**config.mk**
```make
export PLATFORM = sky130hd
export DESIGN_NAME = fed_mac
export DESIGN_NICKNAME = d
export VERILOG_FILES = /design/src/hw/rtl/fall_event_detector_top_defines.svh /design/src/hw/rtl/fed_pkg.sv /design/src/hw/rtl/fed_mac.sv
export SDC_FILE = /design/constraint.sdc
export NUM_CORES = 2
export LEC_CHECK = 0
export ABC_AREA = 1
export BUFFER_PORTS_ARGS = -buffer_cell sky130_fd_sc_hd__clkbuf_2
export CORE_MARGIN = 2
export CORE_UTILIZATION = 60
export DETAILED_ROUTE_END_ITERATION = 7
export GPL_ROUTABILITY_DRIVEN = 1
export PLACE_DENSITY = 0.8
export REMOVE_ABC_BUFFERS = 1
export SLEW_MARGIN = 20
export SYNTH_ARGS = -nofsm -noshare
export SYNTH_HDL_FRONTEND = slang
export SYNTH_SLANG_ARGS = --single-unit
```
**constraint.sdc**
```tcl
create_clock -name clk -period 7.95 [get_ports clk]
set_input_delay 1.59 -clock clk [delete_from_list [all_inputs] [get_ports clk]]
set_output_delay 1.59 -clock clk [all_outputs]
set_load 0.03 [all_outputs]
```
**src/hw/rtl/fall_event_detector_top_defines.svh**
```systemverilog
// ----------------------------------------------------------------------------
// Fall event detector assertion macros
// Shared assertion wrappers for the fall event detector RTL.
// ----------------------------------------------------------------------------
`ifndef FALL_EVENT_DETECTOR_TOP_DEFINES_SVH
`define FALL_EVENT_DETECTOR_TOP_DEFINES_SVH

`ifndef NO_ASSERTIONS

`define FED_ASSERT(name, clk, rst_n, prop) \
  name: assert property (@(posedge clk) disable iff (!rst_n) prop) \
    else $error("fed: check %m failed");

`define FED_ASSERT_IMPL(name, clk, rst_n, ante, cons) \
  name: assert property (@(posedge clk) disable iff (!rst_n) (ante) |-> (cons)) \
    else $error("fed: check %m failed");

`else

`define FED_ASSERT(name, clk, rst_n, prop)

`define FED_ASSERT_IMPL(name, clk, rst_n, ante, cons)

`endif

`endif

```
**src/hw/rtl/fed_pkg.sv**
```systemverilog
// ----------------------------------------------------------------------------
// Fall event detector package
// Types, register indexes, reset values and constants of the detector.
// ----------------------------------------------------------------------------
package fed_pkg;

  localparam int unsigned CFG_IDX_W  = 3;
  localparam int unsigned CFG_DATA_W = 32;

  typedef logic [CFG_IDX_W-1:0] cfg_idx_t;

  localparam cfg_idx_t REG_TROUGH_LEVEL  = 3'd0;
  localparam cfg_idx_t REG_IMPACT_LEVEL  = 3'd1;
  localparam cfg_idx_t REG_IMPACT_RATE   = 3'd2;
  localparam cfg_idx_t REG_RECOVER_LEVEL = 3'd3;
  localparam cfg_idx_t REG_RECOVER_RATE  = 3'd4;
  localparam cfg_idx_t REG_POSTURE_COS   = 3'd5;
  localparam cfg_idx_t REG_CANCEL_TIME   = 3'd6;

  localparam logic [31:0]        RST_TROUGH_LEVEL  = 32'd1772093;
  localparam logic [31:0]        RST_IMPACT_LEVEL  = 32'd20300431;
  localparam logic [31:0]        RST_IMPACT_RATE   = 32'd3240000;
  localparam logic [31:0]        RST_RECOVER_LEVEL = 32'd13589545;
  localparam logic [31:0]        RST_RECOVER_RATE  = 32'd1000000;
  localparam logic signed [15:0] RST_POSTURE_COS   = 16'sd23170;
  localparam logic [19:0]        RST_CANCEL_TIME   = 20'd10000;

  typedef struct packed {
    logic [31:0]        trough_level_sq;
    logic [31:0]        impact_level_sq;
    logic [31:0]        impact_rate_sq;
    logic [31:0]        recover_level_sq;
    logic [31:0]        recover_rate_sq;
    logic signed [15:0] posture_cos_limit;
    logic [19:0]        cancel_timeout_ms;
  } cfg_t;

  localparam int unsigned MAC_OP_W   = 33;
  localparam int unsigned MAC_PROD_W = 2 * MAC_OP_W;
  localparam int unsigned MAC_ACC_W  = 97;

  typedef logic signed [MAC_OP_W-1:0]  mac_op_t;
  typedef logic signed [MAC_ACC_W-1:0] mac_acc_t;

  typedef struct packed {
    logic issue;
    logic clr;
    logic sh32;
  } mac_ctl_t;

  typedef logic [2:0] phase_t;

  localparam phase_t PH_IDLE   = 3'd0;
  localparam phase_t PH_TROUGH = 3'd1;
  localparam phase_t PH_IMPACT = 3'd2;
  localparam phase_t PH_WATCH  = 3'd3;
  localparam phase_t PH_COUNT  = 3'd4;

  localparam logic [31:0] ORIENT_MIN_SQ    = 32'd41943;
  localparam logic [31:0] TROUGH_WINDOW_MS = 32'd1000;
  localparam logic [31:0] WATCH_WINDOW_MS  = 32'd1500;
  localparam logic [9:0]  SECONDS_MAX      = 10'd1023;
  localparam logic [20:0] RECIP_1000       = 21'd1073742;
  localparam int unsigned RECIP_SHIFT      = 30;

endpackage

```
**src/hw/rtl/fed_mac.sv**
```systemverilog
// ----------------------------------------------------------------------------
// Fall event detector multiply-accumulate unit
// Shared signed multiplier with a registered product and a wide accumulator.
// ----------------------------------------------------------------------------
module fed_mac (
  input  logic              clk,
  input  logic              rst_n,
  input  fed_pkg::mac_ctl_t ctl,
  input  fed_pkg::mac_op_t  op_a,
  input  fed_pkg::mac_op_t  op_b,
  output fed_pkg::mac_acc_t acc
);

  localparam int unsigned PROD_W = fed_pkg::MAC_PROD_W;
  localparam int unsigned ACC_W  = fed_pkg::MAC_ACC_W;

  fed_pkg::mac_ctl_t        ctl_r;
  logic signed [PROD_W-1:0] prod_r;
  logic signed [PROD_W-1:0] prod_nxt;
  fed_pkg::mac_acc_t        acc_r;
  fed_pkg::mac_acc_t        acc_nxt;
  fed_pkg::mac_acc_t        prod_ext;
  fed_pkg::mac_acc_t        addend;
  fed_pkg::mac_acc_t        base;

  assign prod_nxt = op_a * op_b;
  assign prod_ext = {{(ACC_W-PROD_W){prod_r[PROD_W-1]}}, prod_r};
  assign addend   = ctl_r.sh32 ? {prod_ext[ACC_W-33:0], 32'b0} : prod_ext;
  assign base     = ctl_r.clr ? '0 : acc_r;
  assign acc_nxt  = base + addend;

  always_ff @(posedge clk) begin
    if (!rst_n) begin
      ctl_r <= '0;
    end else begin
      ctl_r <= ctl;
    end
  end

  always_ff @(posedge clk) begin
    prod_r <= prod_nxt;
    if (ctl_r.issue) begin
      acc_r <= acc_nxt;
    end
  end

  assign acc = acc_r;

endmodule

```
==> results.toml <==
[place]
place_congestion = 1.039
dp_slack_ps = -633.1
dp_hpwl_um = 172900
port_buffers = 167

[floorplanning]
initial_core_util = 0.6030
die_h_um = 315.3
core_area_sq_um = 96420
dieArea_sq_um = 99420
num_rows = 114
dieWidth_um = 315.3
ioPinCount = 168

[global_route]
grt_pass1_wl_um = 300300
antenna_found_initial = 4
grt_max_degree = 95
grt_pass1_vias = 53640
grt-ovfl-total = 0
track_usage = 0.4010

[setup_path]
crit_path_start_kind = "primary input"
cp_slowest_stage_delay_ps = 570
criticalPathCategory = "in2reg"
cp.arrival_ps = 8180
crit-reg2reg-launch = "ctl_r[0]$_SDFF_PN0_"
startpoint = "op_b[0]"
crit_top_cell = "fa_1"
cp_top_family = "adder cells"
crit_fanout = 22
worstPathRequired_ps = 8290
worst-path-buf-inv = 10
r2r_setup_slack_ps = 3190
slowest_stage = "fa_1"
crit_path_end_kind = "flip-flop"

[finish]
fin_nets = 10200
layout-drive-gt1-share = 0.1133
area_growth_pct = 11.74

[timing]
skew_ps = 16.08
worst_slew_pin_slew_ps = 1152
drv_slew = 0
setup_ws_ps = 109.7
fmax_ghz = 0.1275
setup_tns_ps = 0
min_period_ps = 7840
hold_viol = 0
finalSetupViolCount = 0
timing.final.crit_share = 0.9862
relSlewSlack = 0.2301
rsz0062_at_grt = "true"

[routing]
via_count = 52190
drcViolationCount = 0
drt-vias-per-instance = 5.239
drt_wl_total_um = 194700
detail_route.wl_per_cell_um = 19.55
drt_pre_antenna_iters = 6
postRouteAntennaNets = 0
drt_iter0_markers = 4959

[synth]
ys_async_sr_fraction = 0
syn_area_sq_um = 58150
synth_largest_area_cell = "fa_1"
syn_inst = 8309
synth_warnings = 0
yosysUniqueCellTypes = 33
synthTopCellsByCount = "inv_1 (2606), nand2_1 (2587), fa_1 (1146)"
ys.flop_type = "edfxtp_1"
post-synth-top-count-cell = "inv_1"
synth_top_area_share = 0.3946
ys_ff_latch = 166
synth_edf_count = 97
yosysSeqAreaShare = 0.07385
synth_top_cells_by_area = "fa_1 (39%), inv_1 (17%), nand2_1 (17%)"
postSynthAreaPerCell_sq_um = 6.998

[clocking]
htree_levels = 4
root_buffer = "clkbuf_16"
cts_inserted_buffers = 17
holdBufCountCts = 0
cts_tree = "built"
numClockSinks = 166
clk_latency_ps = 490
clk_path_buf_depth = 2
path_clk_slew_ps = 80

[run]
maxCapViolCount = 0

[min_path]
hp-start = "prod_r[0]$_DFF_P_"
min_path_type = "reg2reg"

[outcome]
status = "complete, no violations"
==> cell usage in the layout (no fill, tap or decap), types with 60 or more instances in the layout <==
cell / n
inv_1: 2606
nand2_1: 2564
fa_1: 1139
buf_4: 393
nor2_1: 354
ha_1: 302
clkbuf_2: 160
nand3_1: 141
a21oi_1: 115
xor2_1: 97
edfxtp_1: 97
o21ai_0: 94
nor2_2: 93
nand2_2: 67
dfxtp_1: 66
buf_12: 62
nand4_1: 60
==> tightest hold or removal path, delay by kind of cell (launching register included) <==
kind | cells | cell delay (ps)
buffers and inverters | 1 | 50
adder cells (fa/ha/maj) | 1 | 120
flip-flops | 1 | 320
AND/OR/NAND/NOR | 1 | 90
==> final timing paths <==
path / cells past startpoint / to
setup / recovery: 28 / prod_r[51]$_DFF_P_
hold reg to reg: 3 / acc[0]$_DFFE_PP_
hold / removal: 3 / acc[0]$_DFFE_PP_
setup reg to reg: 14 / acc[89]$_DFFE_PP_
==> state kept, by name, summed over array words and instances (netlist names) <==
name / cells
prod_r: 66
ctl_r: 3
acc: 97
==> final cells by class <==
cell class	instances	area, sq um
clock buffers	17	425.4
clock inverters	15	222.7
fillers	8362	31450
multi-input cells	5208	43330
inverters	2645	9928
diodes	1	2.502
well taps	1276	1597
flip-flops and latches	166	4303
repair buffers	633	5165
==> through the flow <==
stage	area [sq um]	std cells	hold slack, ps	utilization
6_report	64970	9961	686.8	0.6738
5_1_grt	64970	9960	753.6	0.6738
4_1_cts	64430	9957	695.1	0.6682
3_5_place_dp	63740	9925	675.0	0.6610
3_3_place_gp	63740	9925	648.9	0.6610
2_1_floorplan	57060	8019	615.3	-
==> repair_timing <==
action | CTS | global route
gates resized for setup | 14 | 164
setup endpoints to repair | 13 | 46
setup buffers | 0 | 3
pin swaps | 0 | 12
==> cells by family after synthesis <==
| family | share of synthesized area |
|---|---|
| compound gates | 0.02384 |
| xor+xnor | 0.01612 |
| fa+ha+maj | 0.4619 |
| flops | 0.07385 |
| simple gates | 0.2348 |
| buf+inv | 0.1895 |
==> layer usage <==
layer / global-route usage / vias up / wire, um
met5: 0 / - / 30
met4: 0.1856 / 4 / 10830
met3: 0.07025 / 577 / 17520
met2: 0.6698 / 2527 / 91970
met1: 0.5099 / 25210 / 74390
li1: - / 23870 / -
Power is left out: the tool's default activity adds up to more than one toggle a clock period on the data nets, which glitch-free logic cannot reach.
