### src/hw/rtl/fall_event_detector_top_defines.svh
// ----------------------------------------------------------------------------
// Fall event detector assertion macros
// Shared assertion wrappers for the fall event detector RTL.
// ----------------------------------------------------------------------------
`ifndef FALL_EVENT_DETECTOR_TOP_DEFINES_SVH
`define FALL_EVENT_DETECTOR_TOP_DEFINES_SVH

`ifndef NO_ASSERTIONS

`define FED_ASSERT(name, clk, rst_n, prop) \
  name: assert property (@(posedge clk) disable iff (!rst_n) prop) \
    else $error("fed: check %m failed");

`define FED_ASSERT_IMPL(name, clk, rst_n, ante, cons) \
  name: assert property (@(posedge clk) disable iff (!rst_n) (ante) |-> (cons)) \
    else $error("fed: check %m failed");

`else

`define FED_ASSERT(name, clk, rst_n, prop)

`define FED_ASSERT_IMPL(name, clk, rst_n, ante, cons)

`endif

`endif

### src/hw/rtl/fed_pkg.sv
// ----------------------------------------------------------------------------
// Fall event detector package
// Types, register indexes, reset values and constants of the detector.
// ----------------------------------------------------------------------------
package fed_pkg;

  localparam int unsigned CFG_IDX_W  = 3;
  localparam int unsigned CFG_DATA_W = 32;

  typedef logic [CFG_IDX_W-1:0] cfg_idx_t;

  localparam cfg_idx_t REG_TROUGH_LEVEL  = 3'd0;
  localparam cfg_idx_t REG_IMPACT_LEVEL  = 3'd1;
  localparam cfg_idx_t REG_IMPACT_RATE   = 3'd2;
  localparam cfg_idx_t REG_RECOVER_LEVEL = 3'd3;
  localparam cfg_idx_t REG_RECOVER_RATE  = 3'd4;
  localparam cfg_idx_t REG_POSTURE_COS   = 3'd5;
  localparam cfg_idx_t REG_CANCEL_TIME   = 3'd6;

  localparam logic [31:0]        RST_TROUGH_LEVEL  = 32'd1772093;
  localparam logic [31:0]        RST_IMPACT_LEVEL  = 32'd20300431;
  localparam logic [31:0]        RST_IMPACT_RATE   = 32'd3240000;
  localparam logic [31:0]        RST_RECOVER_LEVEL = 32'd13589545;
  localparam logic [31:0]        RST_RECOVER_RATE  = 32'd1000000;
  localparam logic signed [15:0] RST_POSTURE_COS   = 16'sd23170;
  localparam logic [19:0]        RST_CANCEL_TIME   = 20'd10000;

  typedef struct packed {
    logic [31:0]        trough_level_sq;
    logic [31:0]        impact_level_sq;
    logic [31:0]        impact_rate_sq;
    logic [31:0]        recover_level_sq;
    logic [31:0]        recover_rate_sq;
    logic signed [15:0] posture_cos_limit;
    logic [19:0]        cancel_timeout_ms;
  } cfg_t;

  localparam int unsigned MAC_OP_W   = 33;
  localparam int unsigned MAC_PROD_W = 2 * MAC_OP_W;
  localparam int unsigned MAC_ACC_W  = 97;

  typedef logic signed [MAC_OP_W-1:0]  mac_op_t;
  typedef logic signed [MAC_ACC_W-1:0] mac_acc_t;

  typedef struct packed {
    logic issue;
    logic clr;
    logic sh32;
  } mac_ctl_t;

  typedef logic [2:0] phase_t;

  localparam phase_t PH_IDLE   = 3'd0;
  localparam phase_t PH_TROUGH = 3'd1;
  localparam phase_t PH_IMPACT = 3'd2;
  localparam phase_t PH_WATCH  = 3'd3;
  localparam phase_t PH_COUNT  = 3'd4;

  localparam logic [31:0] ORIENT_MIN_SQ    = 32'd41943;
  localparam logic [31:0] TROUGH_WINDOW_MS = 32'd1000;
  localparam logic [31:0] WATCH_WINDOW_MS  = 32'd1500;
  localparam logic [9:0]  SECONDS_MAX      = 10'd1023;
  localparam logic [20:0] RECIP_1000       = 21'd1073742;
  localparam int unsigned RECIP_SHIFT      = 30;

endpackage

### src/hw/rtl/fed_cfg.sv
// ----------------------------------------------------------------------------
// Fall event detector configuration registers
// Holds the detector thresholds and the countdown length.
// ----------------------------------------------------------------------------
module fed_cfg (
  input  logic                              clk,
  input  logic                              rst_n,
  input  logic                              wr_en,
  input  fed_pkg::cfg_idx_t                 wr_index,
  input  logic [fed_pkg::CFG_DATA_W-1:0]    wr_data,
  output fed_pkg::cfg_t                     cfg
);

  fed_pkg::cfg_t cfg_r;

  always_ff @(posedge clk) begin
    if (!rst_n) begin
      cfg_r.trough_level_sq   <= fed_pkg::RST_TROUGH_LEVEL;
      cfg_r.impact_level_sq   <= fed_pkg::RST_IMPACT_LEVEL;
      cfg_r.impact_rate_sq    <= fed_pkg::RST_IMPACT_RATE;
      cfg_r.recover_level_sq  <= fed_pkg::RST_RECOVER_LEVEL;
      cfg_r.recover_rate_sq   <= fed_pkg::RST_RECOVER_RATE;
      cfg_r.posture_cos_limit <= fed_pkg::RST_POSTURE_COS;
      cfg_r.cancel_timeout_ms <= fed_pkg::RST_CANCEL_TIME;
    end else if (wr_en) begin
      unique case (wr_index)
        fed_pkg::REG_TROUGH_LEVEL:  cfg_r.trough_level_sq   <= wr_data;
        fed_pkg::REG_IMPACT_LEVEL:  cfg_r.impact_level_sq   <= wr_data;
        fed_pkg::REG_IMPACT_RATE:   cfg_r.impact_rate_sq    <= wr_data;
        fed_pkg::REG_RECOVER_LEVEL: cfg_r.recover_level_sq  <= wr_data;
        fed_pkg::REG_RECOVER_RATE:  cfg_r.recover_rate_sq   <= wr_data;
        fed_pkg::REG_POSTURE_COS:   cfg_r.posture_cos_limit <= wr_data[15:0];
        fed_pkg::REG_CANCEL_TIME:   cfg_r.cancel_timeout_ms <= wr_data[19:0];
        default: begin
        end
      endcase
    end
  end

  assign cfg = cfg_r;

endmodule

### config.mk
export PLATFORM = sky130hd
export DESIGN_NAME = fed_cfg
export DESIGN_NICKNAME = d
export VERILOG_FILES = /design/src/hw/rtl/fall_event_detector_top_defines.svh /design/src/hw/rtl/fed_pkg.sv /design/src/hw/rtl/fed_cfg.sv
export SDC_FILE = /design/constraint.sdc
export NUM_CORES = 1
export LEC_CHECK = 0
export ABC_AREA = 1
export BUFFER_PORTS_ARGS = -buffer_cell sky130_fd_sc_hd__buf_4
export CAP_MARGIN = 25
export CELL_PAD_IN_SITES_DETAIL_PLACEMENT = 1
export CELL_PAD_IN_SITES_GLOBAL_PLACEMENT = 1
export CORE_ASPECT_RATIO = 1.25
export CORE_MARGIN = 3
export CORE_UTILIZATION = 32
export DETAILED_ROUTE_END_ITERATION = 7
export GPL_TIMING_DRIVEN = 0
export PLACE_DENSITY_LB_ADDON = 0.1
export SETUP_SLACK_MARGIN = 0.3
export SLEW_MARGIN = 20
export SYNTH_ARGS = -nofsm -noshare
export SYNTH_HDL_FRONTEND = slang
export SYNTH_SLANG_ARGS = --single-unit
### constraint.sdc
create_clock -name clk -period 0.8 [get_ports clk]
set_input_delay 0.04 -clock clk [delete_from_list [all_inputs] [get_ports clk]]
set_output_delay 0.04 -clock clk [all_outputs]
set_load 0.1 [all_outputs]
==> results.sh, run 1 <==
export IMPL_cts_root_buf="clkbuf_16"
export IMPL_multi_input_area_um2=4270
export IMPL_grt_overflow=0
export IMPL_drt_pass1_iter_count=5
export IMPL_finalMaxSlewViolations=0
export IMPL_worst_hold_slack_ns=-0.175
export IMPL_syn_inst=1051
export IMPL_finClkSkew_ns=0
export IMPL_crit_family="flip-flops"
export IMPL_seq_area_um2=4660
export IMPL_syn_avg_cell_area_um2=7.09
export IMPL_finalSetupViolCount=196
export IMPL_layout_drive_gt1_share_pct=61.7
export IMPL_grt_pass1_wl_um=55100
export IMPL_grt_pass1_vias=9299
export IMPL_tightest_slew_ns=0.650
export IMPL_fillerInstances=2230
export IMPL_placed_cells=1566
export IMPL_hold_viol_final=57
export IMPL_required_ns=0.76
export IMPL_detailedRoute_firstIterationViolations=573
export IMPL_use_met3_pct=5.70
export IMPL_finalWorstSetupSlack_ns=-0.294
export IMPL_clock_path_buffers=2
export IMPL_use_met1_pct=32.5
export IMPL_die_y_um=177
export IMPL_grt_use_met2_pct=52.4
export IMPL_dp_final_hpwl_um=23300
export IMPL_grt_max_degree=19
export IMPL_nNetsFinal=1415
export IMPL_ys_warn_count=0
export IMPL_critPathMaxStageDelay_ns=0.40
export IMPL_p_leak_nw=6.76
export IMPL_ys_top_cells_by_area="dfxtp_1, nor2_1, nand2_1"
export IMPL_synth_seq_area_share_pct=52.6
export IMPL_synth_edf_count=0
export IMPL_max_freq_ghz=0.914
export IMPL_design_die_area_um2=25200
export IMPL_path_max_fanout=2
export IMPL_wl_um=45100
export IMPL_criticalPathCategory="flop to primary output"
export IMPL_rsz0062_at_grt="yes"
export IMPL_cts_htree_levels=4
export IMPL_fp_coreArea_um2=22600
export IMPL_crit_arrival_ns=1.05
export IMPL_failed_checks="negative hold slack, negative setup slack"
export IMPL_synth_most_common_cell="nor2_1"
export IMPL_slew_headroom_pct=56.7
export IMPL_fp_row_count=61
export IMPL_initial_utilization_pct=33.0
export IMPL_crit_buf_inv=1
export IMPL_ys_ff_latch=196
export IMPL_power_density_nw_per_um2=1620
export IMPL_n_antenna_cell=0
export IMPL_track_usage_pct=28.8
export IMPL_path_cells="buf_12"
export IMPL_cts_tree="done"
export IMPL_finalCritPeriodShare_pct=137
export IMPL_syn_area_um2=7460
export IMPL_yosysTopAreaCellShare_pct=52.6
export IMPL_start_kind="flop"
export IMPL_async_flop_share_pct=0
export IMPL_clock_sinks=196
export IMPL_yosysTopAreaCell="dfxtp_1"
export IMPL_fin_cells=1673
export IMPL_synthFlopType="dfxtp_1"
export IMPL_cts_made_buffers=17
export IMPL_period_needed_ns=1.09
export IMPL_die_w_um=143
export IMPL_yosys_top_cells_count="nor2_1, nand2_1, dfxtp_1, nand3_1, buf_2"
export IMPL_drtAntennaViolNets=0
export IMPL_drc=0
export IMPL_antenna_found_initial=0
export IMPL_grt_busiest_layer="met2"
export IMPL_vias=9104
export IMPL_routabilityCongestion=0.819
export IMPL_slowest_stage="dfxtp_4"
export IMPL_hold_path_class="primary input to flop"
export IMPL_largest_reg_flops=196
export IMPL_syn2layout_area_growth_pct=115
export IMPL_drv_cap=0
export IMPL_cts_hold_buf=4
export IMPL_status="complete, but fails checks"
export IMPL_io_pins=234
export IMPL_peakVddDrop_mv=1.64
export IMPL_synth_nets=1089
export IMPL_via_per_inst=5.44
export IMPL_clk_latency_ns=0.45
export IMPL_wl_per_cell_um=26.9
export IMPL_place_port_buffers=232
export IMPL_clkSlewWorstSetupHoldPaths_ns=0.09
export IMPL_synthDistinctLibCells=11
export IMPL_endpoint_kind="primary output"
==> stage by stage <==
| step | instance area [um^2] | total power [mW] | setup TNS, ns | utilization [%] | setup WS, ns |
|---|---|---|---|---|---|
| after global placement | 10800 | 15.2 | -63.32 | 47.7 | -0.426 |
| after detailed placement | 10800 | 15.2 | -68.42 | 47.7 | -0.446 |
| after floorplan | 8680 | 13.9 | 0 | - | 0.0229 |
| final | 16000 | 26.0 | -47.74 | 70.9 | -0.294 |
| after global routing | 16000 | 26.6 | -50.39 | 70.9 | -0.293 |
| after CTS | 14400 | 24.8 | -44.34 | 63.9 | -0.243 |
==> logic make-up (layout without fill, tap and decap cells) <==
group	after synthesis	after routing	synth area share, %
buffers and inverters	109	448	6.46
DFF	196	196	52.6
and+or+nand+nor	746	746	40.9
==> placed cells by master, fill, tap and decap left out, types with 10 or more instances in the layout <==
master and instances:
nand3_2 63, inv_1 32, nor2_1 171, nand3_1 119, buf_4 73, clkbuf_16 23, nor2_4 44, nor2_2 64
nand2_1 203, nand2_4 10, dfxtp_4 196, nand2_2 56, buf_8 15, nand3_4 14, buf_6 46, buf_12 213
==> cell type report <==
class	count	area share, %
Inverter	38	1.05
Clock inverter	14	0.758
Tap cell	283	2.21
Sequential cell	196	29.1
Buffer	71	4.92
Timing Repair Buffer	307	32.6
Clock buffer	18	2.68
Multi-Input combinational cell	746	26.7
==> path summary, 6_finish.rpt <==
path                   end  cells past startpoint  slack, ns  startpoint
setup / recovery  cfg[178]                      1      -0.29    cfg[178]
hold / removal      cfg[4]                      3      -0.18  wr_data[4]
setup reg to reg   cfg[14]                      4          0     cfg[14]
hold reg to reg   cfg[183]                      2       0.49    cfg[183]
==> repair_timing <==
action | in CTS | in global routing
setup buffers | 18 | 40
resized for setup | 678 | 305
gates cloned | 6 | 7
pin swaps | 24 | 57
hold endpoints to repair | 62 | 58
setup endpoints to repair | 392 | 392
==> worst min-delay path: stages <==
cell	delay (ns)
buf_4	0.10
nand2_1	0.05
nand3_1	0.07
==> where the power goes <==
| group | switching [mW] | internal, mW |
|---|---|---|
| Clock | 4.51 | 4.08 |
| Sequential | 0.479 | 9.69 |
| Combinational | 4.69 | 2.56 |
==> metal layers <==
layer,vias to the layer above,wire (um),part of all wire (%)
met5,-,0,0
met4,0,2180,4.8
met3,124,2480,5.5
met2,429,23900,53
met1,4600,16500,37
li1,3951,-,-
(Power assumes the default switching activity.)
==> run 2: changes to the inputs <==
ABC_CLOCK_PERIOD_IN_PS = 800   (was unset)
GPL_ROUTABILITY_DRIVEN = 0   (was unset)
SKIP_CTS_REPAIR_TIMING = 1   (was unset)
==> results.sh, run 2 (synthesis gave the netlist of run 1 again) <==
export IMPL_failed_checks="negative hold slack, negative setup slack"
export IMPL_crit_family="flip-flops"
export IMPL_design_die_area_um2=25200
export IMPL_fin_area_um2=14600
export IMPL_timing_rr_start="cfg[167]"
export IMPL_n_antenna_cell=0
export IMPL_die_w_um=143
export IMPL_required_ns=0.76
export IMPL_worst_hold_slack_ns=-0.181
export IMPL_finalPower_mw=24.9
export IMPL_layout_drive_gt1_share_pct=50.4
export IMPL_period_needed_ns=1.05
export IMPL_slew_headroom_pct=66.5
export IMPL_cts_tree="done"
export IMPL_clkSlewWorstSetupHoldPaths_ns=0.08
export IMPL_hold_path_class="primary input to flop"
export IMPL_fin_cells=1627
export IMPL_power_density_nw_per_um2=1710
export IMPL_dp_final_hpwl_um=23300
export IMPL_wl_per_cell_um=22.7
export IMPL_worstHoldStart="wr_data[22]"
export IMPL_power_frac_comb_pct=25.9
export IMPL_clock_path_buffers=2
export IMPL_cts_made_buffers=17
export IMPL_criticalPathCategory="flop to primary output"
export IMPL_placed_area_um2=10800
export IMPL_p_clk_share_pct=33.5
export IMPL_max_freq_ghz=0.956
export IMPL_wl_um=37000
export IMPL_io_pins=234
export IMPL_track_usage_pct=23.8
export IMPL_min_delay_path_depth=3
export IMPL_crit_arrival_ns=1.01
export IMPL_finalCritPeriodShare_pct=131
export IMPL_fp_row_count=61
export IMPL_grt_overflow=0
export IMPL_p_int_mw=16.0
export IMPL_path_cells="buf_12"
export IMPL_place_port_buffers=232
export IMPL_finalWorstSetupSlack_ns=-0.246
export IMPL_cts_htree_levels=4
export IMPL_peakVddDrop_mv=1.49
export IMPL_drtAntennaViolNets=0
export IMPL_grt_max_degree=19
export IMPL_fp_coreArea_um2=22600
export IMPL_crit_buf_inv=1
export IMPL_switchingPower_mw=8.97
export IMPL_critPathMaxStageDelay_ns=0.38
export IMPL_nNetsFinal=1369
export IMPL_clock_sinks=196
export IMPL_largest_reg_flops=196
export IMPL_grt_pass1_wl_um=45600
export IMPL_seq_power_share_pct=40.6
export IMPL_antenna_found_initial=0
export IMPL_final_cell_mix="nand2_1, nor2_1, buf_12"
export IMPL_finalSetupTns_ns=-44.14
export IMPL_path_max_fanout=2
export IMPL_drv_cap=0
export IMPL_cts_root_buf="clkbuf_16"
export IMPL_reg2regPathDepth=3
export IMPL_drt_pass1_iter_count=5
export IMPL_detailedRoute_firstIterationViolations=431
export IMPL_slowest_stage="dfxtp_4"
export IMPL_start_kind="flop"
export IMPL_syn2layout_area_growth_pct=95.3
export IMPL_p_leak_nw=6.26
export IMPL_die_y_um=177
export IMPL_power_switching_share_pct=36.0
export IMPL_via_per_inst=5.12
export IMPL_rsz0062_at_grt="yes"
export IMPL_tightest_slew_ns=0.501
export IMPL_reg2reg_setup_slack_ns=0.03
export IMPL_initial_utilization_pct=33.0
export IMPL_holdPathEnd="cfg[90]"
export IMPL_vias=8330
export IMPL_grt_pass1_vias=7896
export IMPL_finClkSkew_ns=0
export IMPL_drc=0
export IMPL_endpoint_kind="primary output"
export IMPL_layout_commonest_cell="nand2_1"
export IMPL_placed_cells=1566
export IMPL_hold_viol_final=62
export IMPL_clk_latency_ns=0.44
export IMPL_finalMaxSlewViolations=0
export IMPL_timing_rr_end="cfg[167]"
export IMPL_status="complete, but fails checks"
export IMPL_finalSetupViolCount=196
[run 2: per-stage QoR]
stage / setup WS [ns] / util [%]
2_1_floorplan: 0.0229 / -
3_3_place_gp: -0.426 / 47.7
3_5_place_dp: -0.446 / 47.7
4_1_cts: -0.338 / 50.1
5_1_grt: -0.265 / 64.5
6_report: -0.246 / 64.5
[run 2: worst max-delay path by stage]
stage	from	endpoint	slack [ns]	cells after the start
after detailed placement	wr_index[1]	cfg[162]	-0.45	7
after CTS	cfg[95]	cfg[95]	-0.34	1
final	cfg[3]	cfg[3]	-0.25	1
after floorplan	wr_en	cfg[115]	0.02	7
after global placement	wr_index[1]	cfg[158]	-0.43	7
after global routing	cfg[3]	cfg[3]	-0.26	1
[run 2: power by group through the flow]
| stage | Clock [mW] | Combinational, mW | Sequential, mW |
|---|---|---|---|
| after detailed placement | 0 | 5.12 | 10.1 |
| after global placement | 0 | 5.06 | 10.1 |
| after floorplan | 0 | 1.29 | 12.6 |
| final | 8.36 | 6.45 | 10.1 |
| after CTS | 8.36 | 5.14 | 9.89 |
| after global routing | 8.86 | 6.70 | 10.2 |
[run 2: layout make-up]
type / instances / area (um^2)
timing repair buffer: 261 / 4650
tap: 283 / 354
sequential: 196 / 4660
buffer: 71 / 637
inverter: 38 / 163
clock inverter: 14 / 121
multi-input combinational: 746 / 3550
fill: 2382 / 8030
clock buffer: 18 / 429
[run 2: routing by layer]
layer | GRT usage [%] | vias to the layer above | share of wire, %
li1 | - | 3851 | -
met1 | 29.8 | 4147 | 38
met2 | 41.0 | 266 | 53
met3 | 4.43 | 66 | 4.9
met4 | 7.81 | 0 | 3.2
met5 | 0 | - | 0
==> run 3: changes to the inputs <==
ABC_CLOCK_PERIOD_IN_PS = 1100   (was 800)
CORE_UTILIZATION = 35   (was 32)
PLACE_DENSITY_LB_ADDON = 0.2   (was 0.1)
clock period = 1.1 ns   (was 0.8 ns; I/O delays follow)
==> results.sh, run 3 (synthesis gave the netlist of run 1 again) <==
export IMPL_status="finished, final reports clean"
export IMPL_cts_made_buffers=17
export IMPL_finalWorstSetupSlack_ns=0.0302
export IMPL_antenna_found_initial=0
export IMPL_place_port_buffers=232
export IMPL_hold_path_class="primary input to flop"
export IMPL_n_antenna_cell=0
export IMPL_slew_headroom_pct=62.6
export IMPL_finClkSkew_ns=0
export IMPL_max_freq_ghz=0.935
export IMPL_cts_htree_levels=4
export IMPL_period_needed_ns=1.07
export IMPL_cts_tree="done"
export IMPL_grt_max_degree=20
export IMPL_slowest_stage="dfxtp_4"
export IMPL_wl_um=40400
export IMPL_critPathMaxStageDelay_ns=0.38
export IMPL_fp_row_count=59
export IMPL_seq_area_um2=4660
export IMPL_path_max_fanout=2
export IMPL_finalMaxSlewViolations=0
export IMPL_criticalPathCategory="flop to primary output"
export IMPL_nNetsFinal=1369
export IMPL_layout_drive_gt1_share_pct=40.5
export IMPL_drc=0
export IMPL_die_y_um=169
export IMPL_detailedRoute_firstIterationViolations=462
export IMPL_path_cells="buf_12"
export IMPL_clkSlewWorstSetupHoldPaths_ns=0.09
export IMPL_initial_utilization_pct=35.7
export IMPL_grt_overflow=0
export IMPL_drtAntennaViolNets=0
export IMPL_track_usage_pct=26.1
export IMPL_finalCritPeriodShare_pct=97.3
export IMPL_grt_pass1_vias=8145
export IMPL_final_cell_mix="nand2_1, nor2_1, nand3_1, dfxtp_4, buf_12"
export IMPL_finalSetupViolCount=0
export IMPL_finalSetupTns_ns=0
export IMPL_cts_root_buf="clkbuf_16"
export IMPL_clk_latency_ns=0.44
export IMPL_die_w_um=137
export IMPL_multi_input_area_um2=3120
export IMPL_crit_buf_inv=1
export IMPL_rsz0062_at_grt="yes"
export IMPL_fin_util_pct=65.7
export IMPL_dp_final_hpwl_um=22700
export IMPL_wl_per_cell_um=25.0
export IMPL_drv_cap=0
export IMPL_endpoint_kind="primary output"
export IMPL_worst_hold_slack_ns=0.0269
export IMPL_clock_path_buffers=2
export IMPL_crit_arrival_ns=1.01
export IMPL_crit_family="flip-flops"
export IMPL_syn2layout_area_growth_pct=84.0
export IMPL_fillerInstances=2252
export IMPL_required_ns=1.04
export IMPL_io_pins=234
export IMPL_pre_cts_ws_ns=-0.479
export IMPL_start_kind="flop"
export IMPL_clock_sinks=196
export IMPL_power_density_nw_per_um2=1320
export IMPL_largest_reg_flops=196
export IMPL_via_per_inst=5.42
export IMPL_peakVddDrop_mv=1.04
export IMPL_drt_pass1_iter_count=5
export IMPL_design_die_area_um2=23100
export IMPL_hold_viol_final=0
export IMPL_fp_coreArea_um2=20900
export IMPL_finalPower_mw=18.1
export IMPL_tightest_slew_ns=0.561
export IMPL_grt_pass1_wl_um=45700
export IMPL_vias=8777
export IMPL_p_leak_nw=5.98
[run 3: cell types whose count changed in the layout (fill, tap and decap cells not counted), moves of 25 or more]
| cell | before | now |
|---|---|---|
| nor2_1 | 238 | 269 |
| nand3_2 | 56 | 0 |
| nor2_2 | 32 | 1 |
| nand3_1 | 140 | 196 |
| buf_2 | 5 | 31 |
| dlygate4sd3_1 | 0 | 25 |
[run 3: layout make-up]
cell class | count | area share (%)
Buffer | 71 | 2.96
Clock buffer | 17 | 3.10
Clock inverter | 15 | 1.03
Inverter | 38 | 1.06
Multi-Input combinational cell | 746 | 22.8
Sequential cell | 196 | 34.0
Tap cell | 274 | 2.50
Timing Repair Buffer | 261 | 32.6
[run 3: final timing paths]
kind	depth (start not counted)	end	start	slack [ns]
setup / recovery	1	cfg[31]	cfg[31]	0.03
hold / removal	5	cfg[181]	wr_index[2]	0.03
setup reg to reg	3	cfg[119]	cfg[119]	0.31
hold reg to reg	2	cfg[86]	cfg[86]	0.50
[run 3: per-layer routing]
metal	track usage, %	vias up	part of all wire (%)	routed length, um
met5	0	-	0	0
met4	9.51	0	5.9	2390
met3	6.26	146	6.6	2660
met2	45.5	420	52	21200
met1	30.9	4359	35	14200
li1	-	3852	-	-
[run 3: per-stage QoR]
stage / std cells / instance area [um^2]
after floorplan: 1051 / 8230
after global placement: 1557 / 10300
after detailed placement: 1557 / 10300
after CTS: 1589 / 10900
after global routing: 1618 / 13700
final: 1618 / 13700
[run 3: power breakdown]
part / internal, mW / total [mW] / switching [mW] / leakage [nW]
Sequential: 7.05 / 7.36 / 0.316 / 1.69
Combinational: 1.44 / 4.50 / 3.07 / 4.02
Clock: 3.01 / 6.27 / 3.26 / 0.271
